--- config.mk ---
export PLATFORM = sky130hd
export DESIGN_NAME = clebuf_ctrl
export DESIGN_NICKNAME = d
export VERILOG_FILES = /design/src/hdl/clebuf_pkg.sv /design/src/hdl/clebuf_ctrl.sv
export SDC_FILE = /design/constraint.sdc
export NUM_CORES = 1
export LEC_CHECK = 0
export BUFFER_PORTS_ARGS = -buffer_cell sky130_fd_sc_hd__buf_2
export CORE_UTILIZATION = 58
export DETAILED_ROUTE_END_ITERATION = 8
export PLACE_DENSITY = 0.89
export RECOVER_POWER = 50
export SYNTH_ARGS = -nofsm -noshare
export SYNTH_HDL_FRONTEND = slang
export SYNTH_SLANG_ARGS = --single-unit
--- constraint.sdc ---
create_clock -name clk -period 4.63 [get_ports clk]
set_input_delay 0.463 -clock clk [delete_from_list [all_inputs] [get_ports clk]]
set_output_delay 0.463 -clock clk [all_outputs]
set_load 0.05 [all_outputs]
--- src/hdl/clebuf_pkg.sv ---
// Shared types and constants for the cursor line edit buffer.
// Holds command and status codes, field widths and the decode struct.
// No dependencies.
package clebuf_pkg;

	localparam int OPCODE_W = 3;
	localparam int CHAR_W   = 8;
	localparam int INDEX_W  = 10;
	localparam int COUNT_W  = 11;   // width of the reported cursor and length
	localparam int STATUS_W = 2;

	typedef enum logic [OPCODE_W-1:0] {
		OP_LEFT   = 3'd0,
		OP_RIGHT  = 3'd1,
		OP_BACK   = 3'd2,
		OP_INSERT = 3'd3,
		OP_READ   = 3'd4
	} op_t;

	typedef enum logic [STATUS_W-1:0] {
		ST_DONE     = 2'd0,
		ST_BOUNDARY = 2'd1,
		ST_FULL     = 2'd2,
		ST_RANGE    = 2'd3
	} status_t;

	// Decision taken for one command in the first stage.
	typedef struct packed {
		logic    wr_en;       // command writes the text store in stage two
		logic    wr_from_rd;  // write data is the character read in stage one
		logic    is_read;     // result carries the character read
		status_t status;
	} dec_t;

endpackage

--- src/hdl/clebuf_ctrl.sv ---
// First stage of the line buffer: command register, cursor and length state.
// Decides each command and forms the gap-buffer read and write addresses.
// Depends on clebuf_pkg.
module clebuf_ctrl #(
	parameter int DEPTH = 1024
) (
	input  logic                               clk,
	input  logic                               arst_n,
	input  logic                               advance,
	input  logic                               cmd_valid,
	input  logic [clebuf_pkg::OPCODE_W-1:0]    opcode,
	input  logic [clebuf_pkg::CHAR_W-1:0]      char_value,
	input  logic [clebuf_pkg::INDEX_W-1:0]     read_index,
	output logic                               valid_s1,
	output clebuf_pkg::dec_t                   dec,
	output logic [$clog2(DEPTH)-1:0]           rd_addr,
	output logic [$clog2(DEPTH)-1:0]           wr_addr,
	output logic [clebuf_pkg::CHAR_W-1:0]      char_s1,
	output logic [$clog2(DEPTH+1)-1:0]         cursor_nxt,
	output logic [$clog2(DEPTH+1)-1:0]         len_nxt
);
	import clebuf_pkg::*;

	localparam int AW   = $clog2(DEPTH);
	localparam int CW   = $clog2(DEPTH + 1);
	localparam int CMPW = (CW > INDEX_W) ? CW : INDEX_W;
	localparam logic [CW-1:0] DepthC = CW'(DEPTH);

	logic [OPCODE_W-1:0] opcode_s1;
	logic [INDEX_W-1:0]  index_s1;
	logic [CW-1:0]       cursor_q;
	logic [CW-1:0]       len_q;
	logic [CW-1:0]       gap_len;
	logic [CW-1:0]       right_start;
	logic [CMPW-1:0]     index_w;
	logic [CMPW:0]       index_far;

	always_ff @(posedge clk or negedge arst_n) begin
		if (!arst_n) begin
			valid_s1 <= 1'b0;
		end else if (advance) begin
			valid_s1 <= cmd_valid;
		end
	end

	always_ff @(posedge clk) begin
		if (advance && cmd_valid) begin
			opcode_s1 <= opcode;
			char_s1   <= char_value;
			index_s1  <= read_index;
		end
	end

	always_ff @(posedge clk or negedge arst_n) begin
		if (!arst_n) begin
			cursor_q <= '0;
			len_q    <= '0;
		end else if (advance && valid_s1) begin
			cursor_q <= cursor_nxt;
			len_q    <= len_nxt;
		end
	end

	// Text left of the cursor sits at [0, cursor), text right of it at
	// [right_start, DEPTH); the gap lies between.
	assign gap_len     = DepthC - len_q;
	assign right_start = gap_len + cursor_q;
	assign index_w     = CMPW'(index_s1);
	assign index_far   = {1'b0, index_w} + (CMPW + 1)'(gap_len);

	always_comb begin
		dec        = '{wr_en: 1'b0, wr_from_rd: 1'b0, is_read: 1'b0, status: ST_DONE};
		rd_addr    = '0;
		wr_addr    = '0;
		cursor_nxt = cursor_q;
		len_nxt    = len_q;
		unique case (op_t'(opcode_s1))
			OP_LEFT: begin
				if (cursor_q != '0) begin
					// last char of the left part moves to just below the right part
					rd_addr        = AW'(cursor_q - 1'b1);
					wr_addr        = AW'(right_start - 1'b1);
					dec.wr_en      = 1'b1;
					dec.wr_from_rd = 1'b1;
					cursor_nxt     = cursor_q - 1'b1;
				end else begin
					dec.status = ST_BOUNDARY;
				end
			end
			OP_RIGHT: begin
				if (cursor_q != len_q) begin
					rd_addr        = AW'(right_start);
					wr_addr        = AW'(cursor_q);
					dec.wr_en      = 1'b1;
					dec.wr_from_rd = 1'b1;
					cursor_nxt     = cursor_q + 1'b1;
				end else begin
					dec.status = ST_BOUNDARY;
				end
			end
			OP_BACK: begin
				if (cursor_q != '0) begin
					cursor_nxt = cursor_q - 1'b1;
					len_nxt    = len_q - 1'b1;
				end else begin
					dec.status = ST_BOUNDARY;
				end
			end
			OP_INSERT: begin
				if (len_q != DepthC) begin
					wr_addr    = AW'(cursor_q);
					dec.wr_en  = 1'b1;
					cursor_nxt = cursor_q + 1'b1;
					len_nxt    = len_q + 1'b1;
				end else begin
					dec.status = ST_FULL;
				end
			end
			OP_READ: begin
				if (index_w < CMPW'(len_q)) begin
					dec.is_read = 1'b1;
					if (index_w < CMPW'(cursor_q)) begin
						rd_addr = AW'(index_s1);
					end else begin
						rd_addr = AW'(index_far);
					end
				end else begin
					dec.status = ST_RANGE;
				end
			end
			default: begin
				dec.status = ST_BOUNDARY;
			end
		endcase
	end

endmodule

==> summary by stage, run 1 <==
Status
The flow ran to the end, and the final reports show no timing, DRC or antenna violations.

Synthesis
The prevailing post-synth register cell is sky130_fd_sc_hd__dfrtp_1. In this run the biggest area consumer among cell types represents 12.6% of the synthesized area. The largest total area in the synthesized netlist belongs to sky130_fd_sc_hd__edfxtp_1.

The synthesized instance count is 589. The cell area that synthesis handed to floorplanning was approximately 5000 um2. Counting distinct cell types in the post-synthesis netlist gives 78. The commonest cells after synthesis are sky130_fd_sc_hd__ha_1 (45), sky130_fd_sc_hd__nor2_1 (41), sky130_fd_sc_hd__nand2_1 (40). The cell with the most instances after synthesis is sky130_fd_sc_hd__ha_1. In this run, synthesis produced a sequential element count of 44. The total number of yosys warnings is 0. The share of flip-flops with an asynchronous set or reset after synthesis is 52.3%. Ranked by total cell area, the synthesized netlist is headed by sky130_fd_sc_hd__edfxtp_1 (13%), sky130_fd_sc_hd__dfrtp_1 (12%), sky130_fd_sc_hd__ha_1 (11%).

The number of flops mapped to enable cells by yosys is 21. The mean instance size in the synthesized netlist is 8.47 um2. Synthesis produced a netlist with a net count of 661. Of the synthesized area, sequential elements account for 24.2%.

Floorplan
In this run the vertical extent of the chip is 94.7 um. The starting density of the core is 60.4%. Row generation in the floorplan step produced 33 rows. The total area inside the core boundary comes to 8260 um2. The horizontal die dimension is 94.7 um. The floorplan step defined a die boundary enclosing 8970 um2. Pin placement for this block handled 81 I/O pins.

STA
The max-slew violation count was 0. The post-route worst hold slack is 312 ps. The shortest clock period the worst path allows after layout is ~4400 ps. The setup violation total in the final timing report is 0. The count of final hold-check violations is 0. At the pin with the least slew margin, the transition time is roughly 1400 ps. The aggregate negative setup slack is 0 ps.

Static timing analysis puts the maximum clock frequency at 0.226 GHz. Between clock sinks in the finished design, the worst skew comes to about 12 ps. The post-layout worst setup margin is 197 ps.

Setup repair after global routing left no endpoint under its margin. The share of the clock period used by the worst path after layout is 95.7%. In this run the tightest slew margin relative to its limit is 5.09%.

Critical path
The worst register-to-register path begins at cursor_q[1]. In this run the register-to-register setup slack is 1410 ps. The worst setup path is captured at an output port. The slowest stage cell on the critical path is sky130_fd_sc_hd__dfrtp_1. The largest single stage delay on the critical path is just under 500 ps. The endpoint identified for the worst register-to-register timing path is cursor_q[0]. For the worst flop-to-flop path, the logic depth is 11. By startpoint and endpoint, the worst setup path is classified as flop to output port.

The category of cells accounting for the largest share of critical-path delay is compound AO/OA/AOI/OAI gates. Of all nets on the critical path, the largest fanout is 7. Together, buffers and inverters on the worst path number 2. Walking the worst path, the cells encountered are inv_1 -> ha_2 -> nor2b_1 -> nand2_1 -> xnor2_1 -> ha_1 -> and3b_1 -> a211oi_1 -> o211ai_1 -> nor3_2 -> nand2b_1 -> o2111a_1 -> a211o_1 -> buf_2. STA classifies the critical path startpoint as a flop. The arrival time of data at the critical path endpoint is 3970 ps.

For the worst setup path, the data required time is approximately 4200 ps.

Finish
The utilization of the core after routing is 66.8%. The final net count is 725. The sequential cell area is 1210 um2. After routing the design area is 5520 um2. Of the cells placed in the final design, the portion with a size suffix greater than 1 is 20.2%.

The area occupied by multi-input gates is 3500 um2. Compared with the post-synthesis result, the final layout area differs by 10.7%. For this run, the number of standard cells in the final layout without fillers is 759.

The layout has roughly 730 filler cells. The count of antenna diodes in the layout is 0.

Detailed routing
The mean routed wirelength per cell is 21.6 um. The count of vias placed by the detailed router is 5093. The number of vias per cell after detailed routing is 6.71. The number of design rule violations left after detail routing is 0.

After the first detailed-routing iteration, the DRC count stood at 513. For this run, the detailed router's first-pass iteration total came to 6. In this run the remaining antenna-violating nets after routing total 0. The routed wire length is around 16000 um.

Placement
During placement, the flow inserted port buffers numbering 80. The post-DP HPWL is 12600 um. The total placed instance area is 5400 um2. The routability congestion estimate from global placement is approximately 1.0. The worst setup slack after placement is 461 ps. Including well taps, the total number of placed cells is 751.

Pwr
The leakage power figure is approximately 2.4 nW. The design draws ~4.5 mW. The power density normalized to cell area is 821 nW/um2. IR analysis of the VDD net gives a maximum drop of 440 uV.

Clock tree
TritonCTS built the clock tree. The hold-fix buffer count after cts is 0. The H-tree generated during clock tree synthesis spans 2 levels. After clock tree synthesis, the clock-pin slew on the worst setup and hold paths is 100 ps.

CTS saw 44 sinks. The root buffer cell is sky130_fd_sc_hd__clkbuf_8. Clock latency on the worst-skew pair, taken at its later pin, is 320 ps. The number of gates resized after cts is 0. The maximum count of clock buffers along a single path is 2.

The number of buffers inserted during clock tree synthesis is 5. The number of setup buffers added after CTS is 0.

GRT
The initial antenna violation count is 0. The wire length of the first global-routing pass is 25500 um. The largest net degree at the start of global routing is 24. The global route total overflow is 0. The global-route total usage across every layer is 37.8%. The via count of the first global-routing pass was 4840.

Run
The number of maximum-capacitance violations is 0.

Min path
The worst hold path startpoint is char_value[2]. For hold timing, the worst endpoint is char_s1[2]. Counting instances, the worst hold path has a depth of 1.

The worst hold path belongs to the class input pin to flop.
[state kept, by name (all words and copies together) (netlist names)]
| signal | flops |
|---|---|
| index_s1 | 10 |
| valid_s1 | 1 |
| len_q | 11 |
| cursor_q | 11 |
| opcode_s1 | 3 |
| char_s1 | 8 |
[layer usage]
layer  GRT usage, %  vias up  share of wire (%)
met1           49.7     2345                 39
met4           19.7        0                4.5
met2           59.8      367                 45
met3           5.88       71                 11
met5              0        -                  0
li1               -     2310                  -
[power breakdown]
part	switching, mW	internal [mW]
Clock	0.157	0.160
Combinational	2.22	1.20
Sequential	0.294	0.499
[cells in the final DEF, fill, tap and decap left out, types with 4 or more instances in the layout]
| cell type | instances |
|---|---|
| sky130_fd_sc_hd__nor3_1 | 19 |
| sky130_fd_sc_hd__inv_1 | 34 |
| sky130_fd_sc_hd__a21o_1 | 11 |
| sky130_fd_sc_hd__clkbuf_1 | 10 |
| sky130_fd_sc_hd__xnor2_1 | 37 |
| sky130_fd_sc_hd__o21ai_2 | 5 |
| sky130_fd_sc_hd__nand2b_1 | 5 |
| sky130_fd_sc_hd__a31oi_1 | 9 |
| sky130_fd_sc_hd__nor2b_1 | 7 |
| sky130_fd_sc_hd__a22o_1 | 5 |
| sky130_fd_sc_hd__a211o_1 | 4 |
| sky130_fd_sc_hd__or3_1 | 6 |
| sky130_fd_sc_hd__a21oi_1 | 38 |
| sky130_fd_sc_hd__clkbuf_8 | 5 |
| sky130_fd_sc_hd__nand3_1 | 15 |
| sky130_fd_sc_hd__buf_2 | 70 |
| sky130_fd_sc_hd__and2_1 | 5 |
| sky130_fd_sc_hd__ha_1 | 44 |
| sky130_fd_sc_hd__and3_1 | 10 |
| sky130_fd_sc_hd__dfrtp_1 | 23 |
| sky130_fd_sc_hd__xor2_1 | 13 |
| sky130_fd_sc_hd__nor4_1 | 6 |
| sky130_fd_sc_hd__buf_4 | 7 |
| sky130_fd_sc_hd__mux2i_1 | 10 |
| sky130_fd_sc_hd__nor2_1 | 40 |
| sky130_fd_sc_hd__mux2_2 | 6 |
| sky130_fd_sc_hd__o21ai_0 | 27 |
| sky130_fd_sc_hd__o21ai_1 | 12 |
| sky130_fd_sc_hd__a21oi_2 | 4 |
| sky130_fd_sc_hd__nand2_1 | 40 |
| sky130_fd_sc_hd__a22oi_1 | 4 |
| sky130_fd_sc_hd__o22ai_1 | 11 |
| sky130_fd_sc_hd__edfxtp_1 | 21 |
| sky130_fd_sc_hd__o221ai_1 | 7 |
| sky130_fd_sc_hd__nand4_1 | 5 |
[cell type report]
type | count | area share (%)
clock buffers | 5 | 1.25
clock inverters | 3 | 0.771
inverters | 34 | 2.31
multi-input cells | 481 | 63.5
flip-flops and latches | 44 | 21.9
well taps | 105 | 2.38
repair buffers | 87 | 7.98
[worst max-delay path by stage]
stage	to	start	depth (start not counted)
global placement	wr_addr[9]	len_q[0]	14
global route	wr_addr[9]	len_q[1]	14
CTS	wr_addr[9]	len_q[0]	14
floorplan	wr_addr[6]	len_q[0]	10
finish	wr_addr[9]	len_q[0]	14
detailed placement	wr_addr[9]	len_q[0]	14
[kinds of logic (layout without fill, tap and decap cells)]
| family | after synthesis | count (layout) | synth area share (%) |
|---|---|---|---|
| and+or+nand+nor | 189 | 189 | 20.1 |
| AOI/OAI and AO/OA | 178 | 178 | 25.3 |
| buffers and inverters | 64 | 129 | 5.95 |
| xor gates and xnor gates | 51 | 51 | 8.96 |
| adders and majority gates | 47 | 47 | 12.1 |
| DFF | 44 | 44 | 24.2 |
| muxes | 16 | 16 | 3.36 |
Power figures use the tool's default switching activity.
==> run 2: changes to the inputs <==
--- a/config.mk
+++ b/config.mk
@@ -5,10 +5,11 @@
 export SDC_FILE = /design/constraint.sdc
 export NUM_CORES = 1
 export LEC_CHECK = 0
+export ABC_AREA = 1
 export BUFFER_PORTS_ARGS = -buffer_cell sky130_fd_sc_hd__buf_2
 export CORE_UTILIZATION = 58
 export DETAILED_ROUTE_END_ITERATION = 8
-export PLACE_DENSITY = 0.89
+export PLACE_DENSITY = 0.88
 export RECOVER_POWER = 50
 export SYNTH_ARGS = -nofsm -noshare
 export SYNTH_HDL_FRONTEND = slang
==> constraint.sdc (replaced) <==
create_clock -name clk -period 4.63 [get_ports clk]
set_input_delay 0.463 -clock clk [delete_from_list [all_inputs] [get_ports clk]]
set_output_delay 0.463 -clock clk [all_outputs]
set_load 0.1 [all_outputs]
==> summary by stage, run 2 <==
Status
The run finished with clean final reports.

STA
Between clock sinks in the finished design, the worst skew comes to between 10 and 15 ps. The shortest clock period the worst path allows after layout is between 4000 and 5000 ps. The actual transition at the worst max-transition pin is 1350 ps. Setup repair after global routing left no endpoint under its margin. The normalized max-slew margin is approximately a tenth. The share of the clock period used by the worst path after layout is roughly nine tenths. The max-slew violation count is 0. The aggregate negative setup slack is 0 ps. For this run, the top clock speed supported by timing is ~0.24 GHz. The count of final hold-check violations came to 0. Setup violations remaining at the end of the flow were counted as 0.

Placement
The routability congestion estimate from global placement is between 1 and 1.5. The count of buffers inserted at the top-level ports is 80. The post-DP HPWL is 13600 um.

Critical path
The endpoint identified for the worst register-to-register timing path is cursor_q[0]. The setup slack of the most critical reg-to-reg path is 1970 ps. The startpoint identified for the worst register-to-register timing path is cursor_q[6]. Data on the critical path arrives at its endpoint at 3740 ps. The kind of capture point of the worst setup path is an output port. For the worst flop-to-flop path, the logic depth is 12.

The type of origin of the critical path is a flop. Along the worst path, the maximum fanout reaches 7. For the worst setup path, the data required time is 4170 ps. The type of the worst setup path is flop to output port.

Finish
The largest registers in the layout are cursor_q x11, len_q x11, index_s1 x10. The area added between synthesis and finish is 9.01%. In the final design database the tool counted slightly above 1000 nets. After filler insertion, the fill cell instance count of the layout stands at slightly above 900. In the layout the commonest cells are sky130_fd_sc_hd__nand2_1 (316), sky130_fd_sc_hd__nand3_1 (116), sky130_fd_sc_hd__inv_1 (92), sky130_fd_sc_hd__buf_2 (71), sky130_fd_sc_hd__nor2_1 (52). The most frequent standard cell in the layout excluding fill and tap cells is sky130_fd_sc_hd__nand2_1. The number of antenna diodes in the final layout is 0.

The post-route netlist has between 10 and 15% of its cells at a drive strength greater than 1.

Clock tree
The number of clock buffers added by TritonCTS is 5. Clock tree synthesis found a total of 44 sinks. The longest clock path from root to sink contains 2 buffers. For the worst-skew pair, the clock arrives at the later sink with an insertion delay of 300 ps. Clock-pin slew was measured on the worst setup and hold paths at 90 ps. The H-tree level count is 2. The TritonCTS clock tree is built. Clock tree synthesis selected as its root buffer the cell sky130_fd_sc_hd__clkbuf_8.

Synthesis
The count of state elements after synthesis is 44. The mapped netlist covers 5540 um2. The cell taking the most area after synthesis is sky130_fd_sc_hd__nand2_1. In the synthesized netlist, the cells that appear most often are sky130_fd_sc_hd__nand2_1 (316), sky130_fd_sc_hd__nand3_1 (116), sky130_fd_sc_hd__inv_1 (92). Among all flip-flop cells after synthesis, the most frequent one is sky130_fd_sc_hd__dfrtp_1. The total number of yosys warnings is 0. Synthesis produced a netlist with a net count of 947. The average instance in the mapped netlist occupies between 6 and 7 um2.

The sequential element share of the synthesized area is a little over a fifth. The top cell type by area accounts for 21.4% of the synthesized area. The synthesized design contains 21 enable-type register cells. The most common cell in the synthesized netlist is sky130_fd_sc_hd__nand2_1. The number of distinct standard cells referenced by the synthesized netlist is 44. In the post-synthesis netlist, the biggest area contributors are sky130_fd_sc_hd__nand2_1 (21%), sky130_fd_sc_hd__edfxtp_1 (11%), sky130_fd_sc_hd__nand3_1 (10%). The share of flip-flops with an asynchronous set or reset after synthesis is 52.3%. After technology mapping, the gate count stands at ~880.

Detailed routing
Signal routing reaches up to met4. The first-pass iteration count of the detailed router is 5. After detailed routing, the average wire length per cell comes to 16.1 um. The detailed router put a total of 7180 um of wire on met1. In the routed design, unresolved DRC markers number 0. The number of vias per cell after detailed routing is 5.71. The length of routed met2 wiring is between 7000 and 8000 um.

In this run the remaining antenna-violating nets after routing total 0. The count of vias placed by the detailed router is 6089. Wires add up to 17100 um.

Detailed routing placed a total of 1540 um of wire on met3. The DRC marker count from the first detailed-route iteration is 530.

Min path
The worst hold path terminates at char_s1[7]. In this run the most critical hold path is launched from char_value[7]. The path class of the lowest-slack min-delay path is input pin to flop. Along the worst hold path, the cell count comes to 1.

Floorplan
The count of pins on the block boundary is 81. The area of the placeable core is 9240 um2. The horizontal die dimension is 99.7 um. The cell row count is 35. For this configuration, the core starts out at a cell density of ~60%. The die covers ~9900 um2. The overall die height is 99.7 um.

GRT
The initial antenna violation count is 0. The via count of the first global-routing pass was 5619. The global route total overflow is 0. The wire length of the first global-routing pass is 27500 um.

The global-route total usage across every layer is between 30% and 40%. The largest net degree at the start of global routing is 30.

Run
The number of maximum-capacitance violations is 0.
## run 2: cells by family after synthesis
family | count (synthesis) | share of synthesized area (%)
xor+xnor | 33 | 5.22
fa+ha+maj | 47 | 10.9
simple gates | 532 | 42.1
buf+inv | 135 | 10.5
flops | 44 | 21.8
compound gates | 84 | 9.51
## run 2: worst max-delay path by stage
stage,startpoint,slack (ps),endpoint,cells past startpoint
3_3_place_gp,len_q[0],750,rd_addr[9],18
2_1_floorplan,len_q[0],590,wr_addr[6],11
5_1_grt,len_q[0],90,rd_addr[9],18
4_1_cts,len_q[0],360,rd_addr[9],18
3_5_place_dp,len_q[0],700,rd_addr[9],18
6_report,len_q[0],420,rd_addr[9],18
## run 2: timing repair
item	4_1_cts	5_1_grt
resized for setup	0	1
setup endpoints to repair	0	1
hold buffers	0	0
setup buffers	0	0
## run 2: stage by stage
stage | instances | cell area [um2] | hold slack, ps | setup WS [ps] | utilization (%)
after global placement | 1059 | 5960 | 480 | 750 | 64.5
after floorplan | 875 | 5540 | 167 | 587 | -
after global routing | 1067 | 6040 | 316 | 87.0 | 65.3
after detailed placement | 1059 | 5960 | 477 | 703 | 64.5
after CTS | 1067 | 6040 | 151 | 357 | 65.4
final | 1067 | 6040 | 331 | 422 | 65.3
## run 2: routing by layer
metal  vias up  GRT usage [%]
li1       2979              -
met1      2725           47.7
met2       335           56.6
met3        50           4.36
met4         0           18.9
met5         -              0
## run 2: layout make-up
type	count	area (um2)	area share, %
Clock buffer	6	72.6	1.20
Clock inverter	2	12.5	0.207
Inverter	103	387	6.40
Multi-Input combinational cell	696	3750	62.2
Sequential cell	44	1210	20.0
Tap cell	129	161	2.67
Timing Repair Buffer	87	445	7.38
## run 2: worst max-delay path, stage by stage (launching register included)
cell and delay [ps]:
sky130_fd_sc_hd__dfrtp_1 470, sky130_fd_sc_hd__inv_1 220, sky130_fd_sc_hd__ha_1 260, sky130_fd_sc_hd__nand3_2 160
sky130_fd_sc_hd__nor2_4 160, sky130_fd_sc_hd__xor2_1 240, sky130_fd_sc_hd__inv_1 110, sky130_fd_sc_hd__ha_1 360
sky130_fd_sc_hd__inv_1 90, sky130_fd_sc_hd__o21bai_1 180, sky130_fd_sc_hd__nor2_1 70, sky130_fd_sc_hd__nand3_1 120
sky130_fd_sc_hd__inv_1 50, sky130_fd_sc_hd__nand3_1 100, sky130_fd_sc_hd__nand2_1 100, sky130_fd_sc_hd__o21ai_0 290
sky130_fd_sc_hd__inv_1 80, sky130_fd_sc_hd__nand2_1 60, sky130_fd_sc_hd__clkbuf_4 320
Power of run 2 is left out: the tool's default activity adds up to more than one toggle a clock period on the data nets, which glitch-free logic cannot reach.
==> run 3: changes to the inputs <==
--- a/config.mk
+++ b/config.mk
@@ -6,9 +6,11 @@
 export NUM_CORES = 1
 export LEC_CHECK = 0
 export ABC_AREA = 1
+export ABC_CLOCK_PERIOD_IN_PS = 4630
 export BUFFER_PORTS_ARGS = -buffer_cell sky130_fd_sc_hd__buf_2
 export CORE_UTILIZATION = 58
 export DETAILED_ROUTE_END_ITERATION = 8
+export MAX_ROUTING_LAYER = met4
 export PLACE_DENSITY = 0.88
 export RECOVER_POWER = 50
 export SYNTH_ARGS = -nofsm -noshare
==> summary by stage, run 3 (synthesis results as in run 2) <==
Critical path
STA classifies the critical path endpoint as an output port. In this run the worst path has a maximum fanout of 7. The slowest stage cell on the critical path is sky130_fd_sc_hd__dfrtp_1. By instance count, the cell type seen most on the critical path is sky130_fd_sc_hd__inv_1.

The critical path starts at len_q[0]. The arrival time of data at the critical path endpoint is 3800 ps. The worst register-to-register path begins at cursor_q[6]. The signal on the critical path passes through inv_1 -> ha_1 -> nand3_2 -> nor2_4 -> xor2_1 -> inv_1 -> ha_1 -> nand2_1 -> nor2_1 -> nand3_1 -> nand3_1 -> inv_1 -> nand3_1 -> nand2_1 -> o21ai_0 -> inv_1 -> nand2_1 -> buf_2. For the worst flop-to-flop path, the logic depth is 12. At the worst endpoint, the required time is 4170 ps. The type of origin of the critical path is a flop.

The capturing point of the worst reg2reg path is cursor_q[0]. The setup check on the worst reg-to-reg path leaves a slack of 1890 ps. For this run, the slowest stage of the critical path takes approximately 480 ps. The type of the worst setup path is flop to output port. In this run the worst setup path terminates at rd_addr[9].

Clock tree
The maximum count of clock buffers along a single path is 2. The insertion delay to the later sink of the worst-skew pair is 310 ps. The H-tree level count is 2. The root buffer cell is sky130_fd_sc_hd__clkbuf_8. For this design, the CTS-stage hold fixing added 0 buffers. The number of gates resized after cts is 0. TritonCTS built the clock tree. The number of clock buffers added by TritonCTS is 5. The clock net sink count is 44. Clock-pin slew was measured on the worst setup and hold paths at 90 ps. The total setup buffers inserted after CTS is 0.

GRT
The global route total overflow is 0. Across every metal layer, demand over resource in global routing totals 36.7%. The largest net degree at the start of global routing is 30. The via count of the first global-routing pass is 5579. The wire length of the first global-routing pass is 27700 um. The initial antenna violation count is 0.

STA
Between clock sinks in the finished design, the worst skew comes to 13.5 ps. The count of final hold-check violations is 0. The max-slew violation count is 0.

Measured against its own limit, the worst slew margin works out to 11.4%. Across all hold checks on the routed design, the worst slack comes to 323 ps. Setup repair after global routing left no endpoint under its margin.

For the pin with the worst max-slew slack, the measured transition is about 1300 ps. The worst path in the final design needs a cycle of between 4000 and 5000 ps, including I/O delays and setup. The aggregate negative setup slack is 0 ps. The achievable frequency is 0.235 GHz. The setup violation total in the final timing report is 0. The share of the clock period used by the worst path after layout is 92.1%.

Finish
The largest registers in the layout are cursor_q x11, len_q x11, index_s1 x10. The sequential cell area is between 1000 and 1500 um2. The utilization of the core after routing is 65.6%. The final net count is between 1000 and 1500. The area added between synthesis and finish is 9.44%. The layout filler cell count is 890. The most frequent standard cell in the layout excluding fill and tap cells is sky130_fd_sc_hd__nand2_1. The proportion of layout cells with a drive suffix above 1 is 12.8%. The repair_antennas step left the layout with diodes totalling 0. In the layout the commonest cells are sky130_fd_sc_hd__nand2_1 (316), sky130_fd_sc_hd__nand3_1 (116), sky130_fd_sc_hd__inv_1 (92), sky130_fd_sc_hd__buf_2 (72), sky130_fd_sc_hd__nor2_1 (52). The multi-input combinational cells in the finished layout cover a total of roughly 3800 um2.

Detailed routing
The mean routed wirelength per cell is 16.1 um. The first-pass iteration count of the detailed router is 8. The detail route stage leaves a number of antenna-violating nets equal to 0. The number of design rule violations left after detail routing is 0. Using the TritonRoute via totals, the vias-per-cell ratio works out to roughly 5.7. For this block, the routed nets add up to 17200 um of wire. For this block, the initial DRC count from the detailed router was 535. The count of vias placed by the detailed router is between 6000 and 7000.

Floorplan
The overall die height is 99.7 um. The starting density of the core is 59.9%. The area enclosed by the die boundary is 9940 um2. The cell row count is 35.

In this run the count of I/O pins placed on the die edge is 81. The area of the placeable core is 9240 um2. The horizontal die dimension is around 100 um.

Status
The run finished with clean final reports.

Placement
The count of buffers inserted at the top-level ports is 80. The HPWL after detailed placement is 13400 um. The routability congestion estimate from global placement is 1.02.

Min path
The startpoint identified for the worst hold timing path is char_value[4]. The path class of the tightest hold or removal check is input pin to flop.

Run
The number of maximum-capacitance violations is 0.
run 3: stage by stage:
step / instances / cell area [um2] / setup WS (ps)
finish: 1067 / 6060 / 368
global route: 1067 / 6060 / 75.9
CTS: 1067 / 6070 / 426
detailed placement: 1059 / 5960 / 797
global placement: 1059 / 5960 / 871
floorplan: 875 / 5540 / 587
run 3: layer usage:
metal  track usage [%]  wire, um  part of all wire, %
met5                 -         0                    0
met4              17.6       680                  4.0
met3              4.85      1620                  9.5
met2              56.8      7750                   45
met1              47.5      7100                   41
run 3: how the worst min path moves through the flow:
stage	endpoint	slack (ps)	cells past startpoint
floorplan	cursor_q[0]	170	0
global placement	valid_s1	480	1
detailed placement	valid_s1	480	1
CTS	cursor_q[1]	140	1
global route	char_s1[5]	310	1
finish	char_s1[4]	320	1
run 3: layout make-up:
type                            instances  area share (%)
Multi-Input combinational cell        696            61.9
Sequential cell                        44            19.9
Timing Repair Buffer                   87            7.31
Inverter                              103            6.38
Tap cell                              129            2.66
Clock buffer                            5            1.14
Clock inverter                          3           0.702
run 3: worst max-delay path, delay by kind of cell, from the launching register on:
kind            cells  cell delay [ps]
xor+xnor            1              200
compound gates      1              300
fa+ha+maj           2              620
buf+inv             5              880
simple gates        9             1010
flops               1              480
Power of run 3 is left out for the same reason.
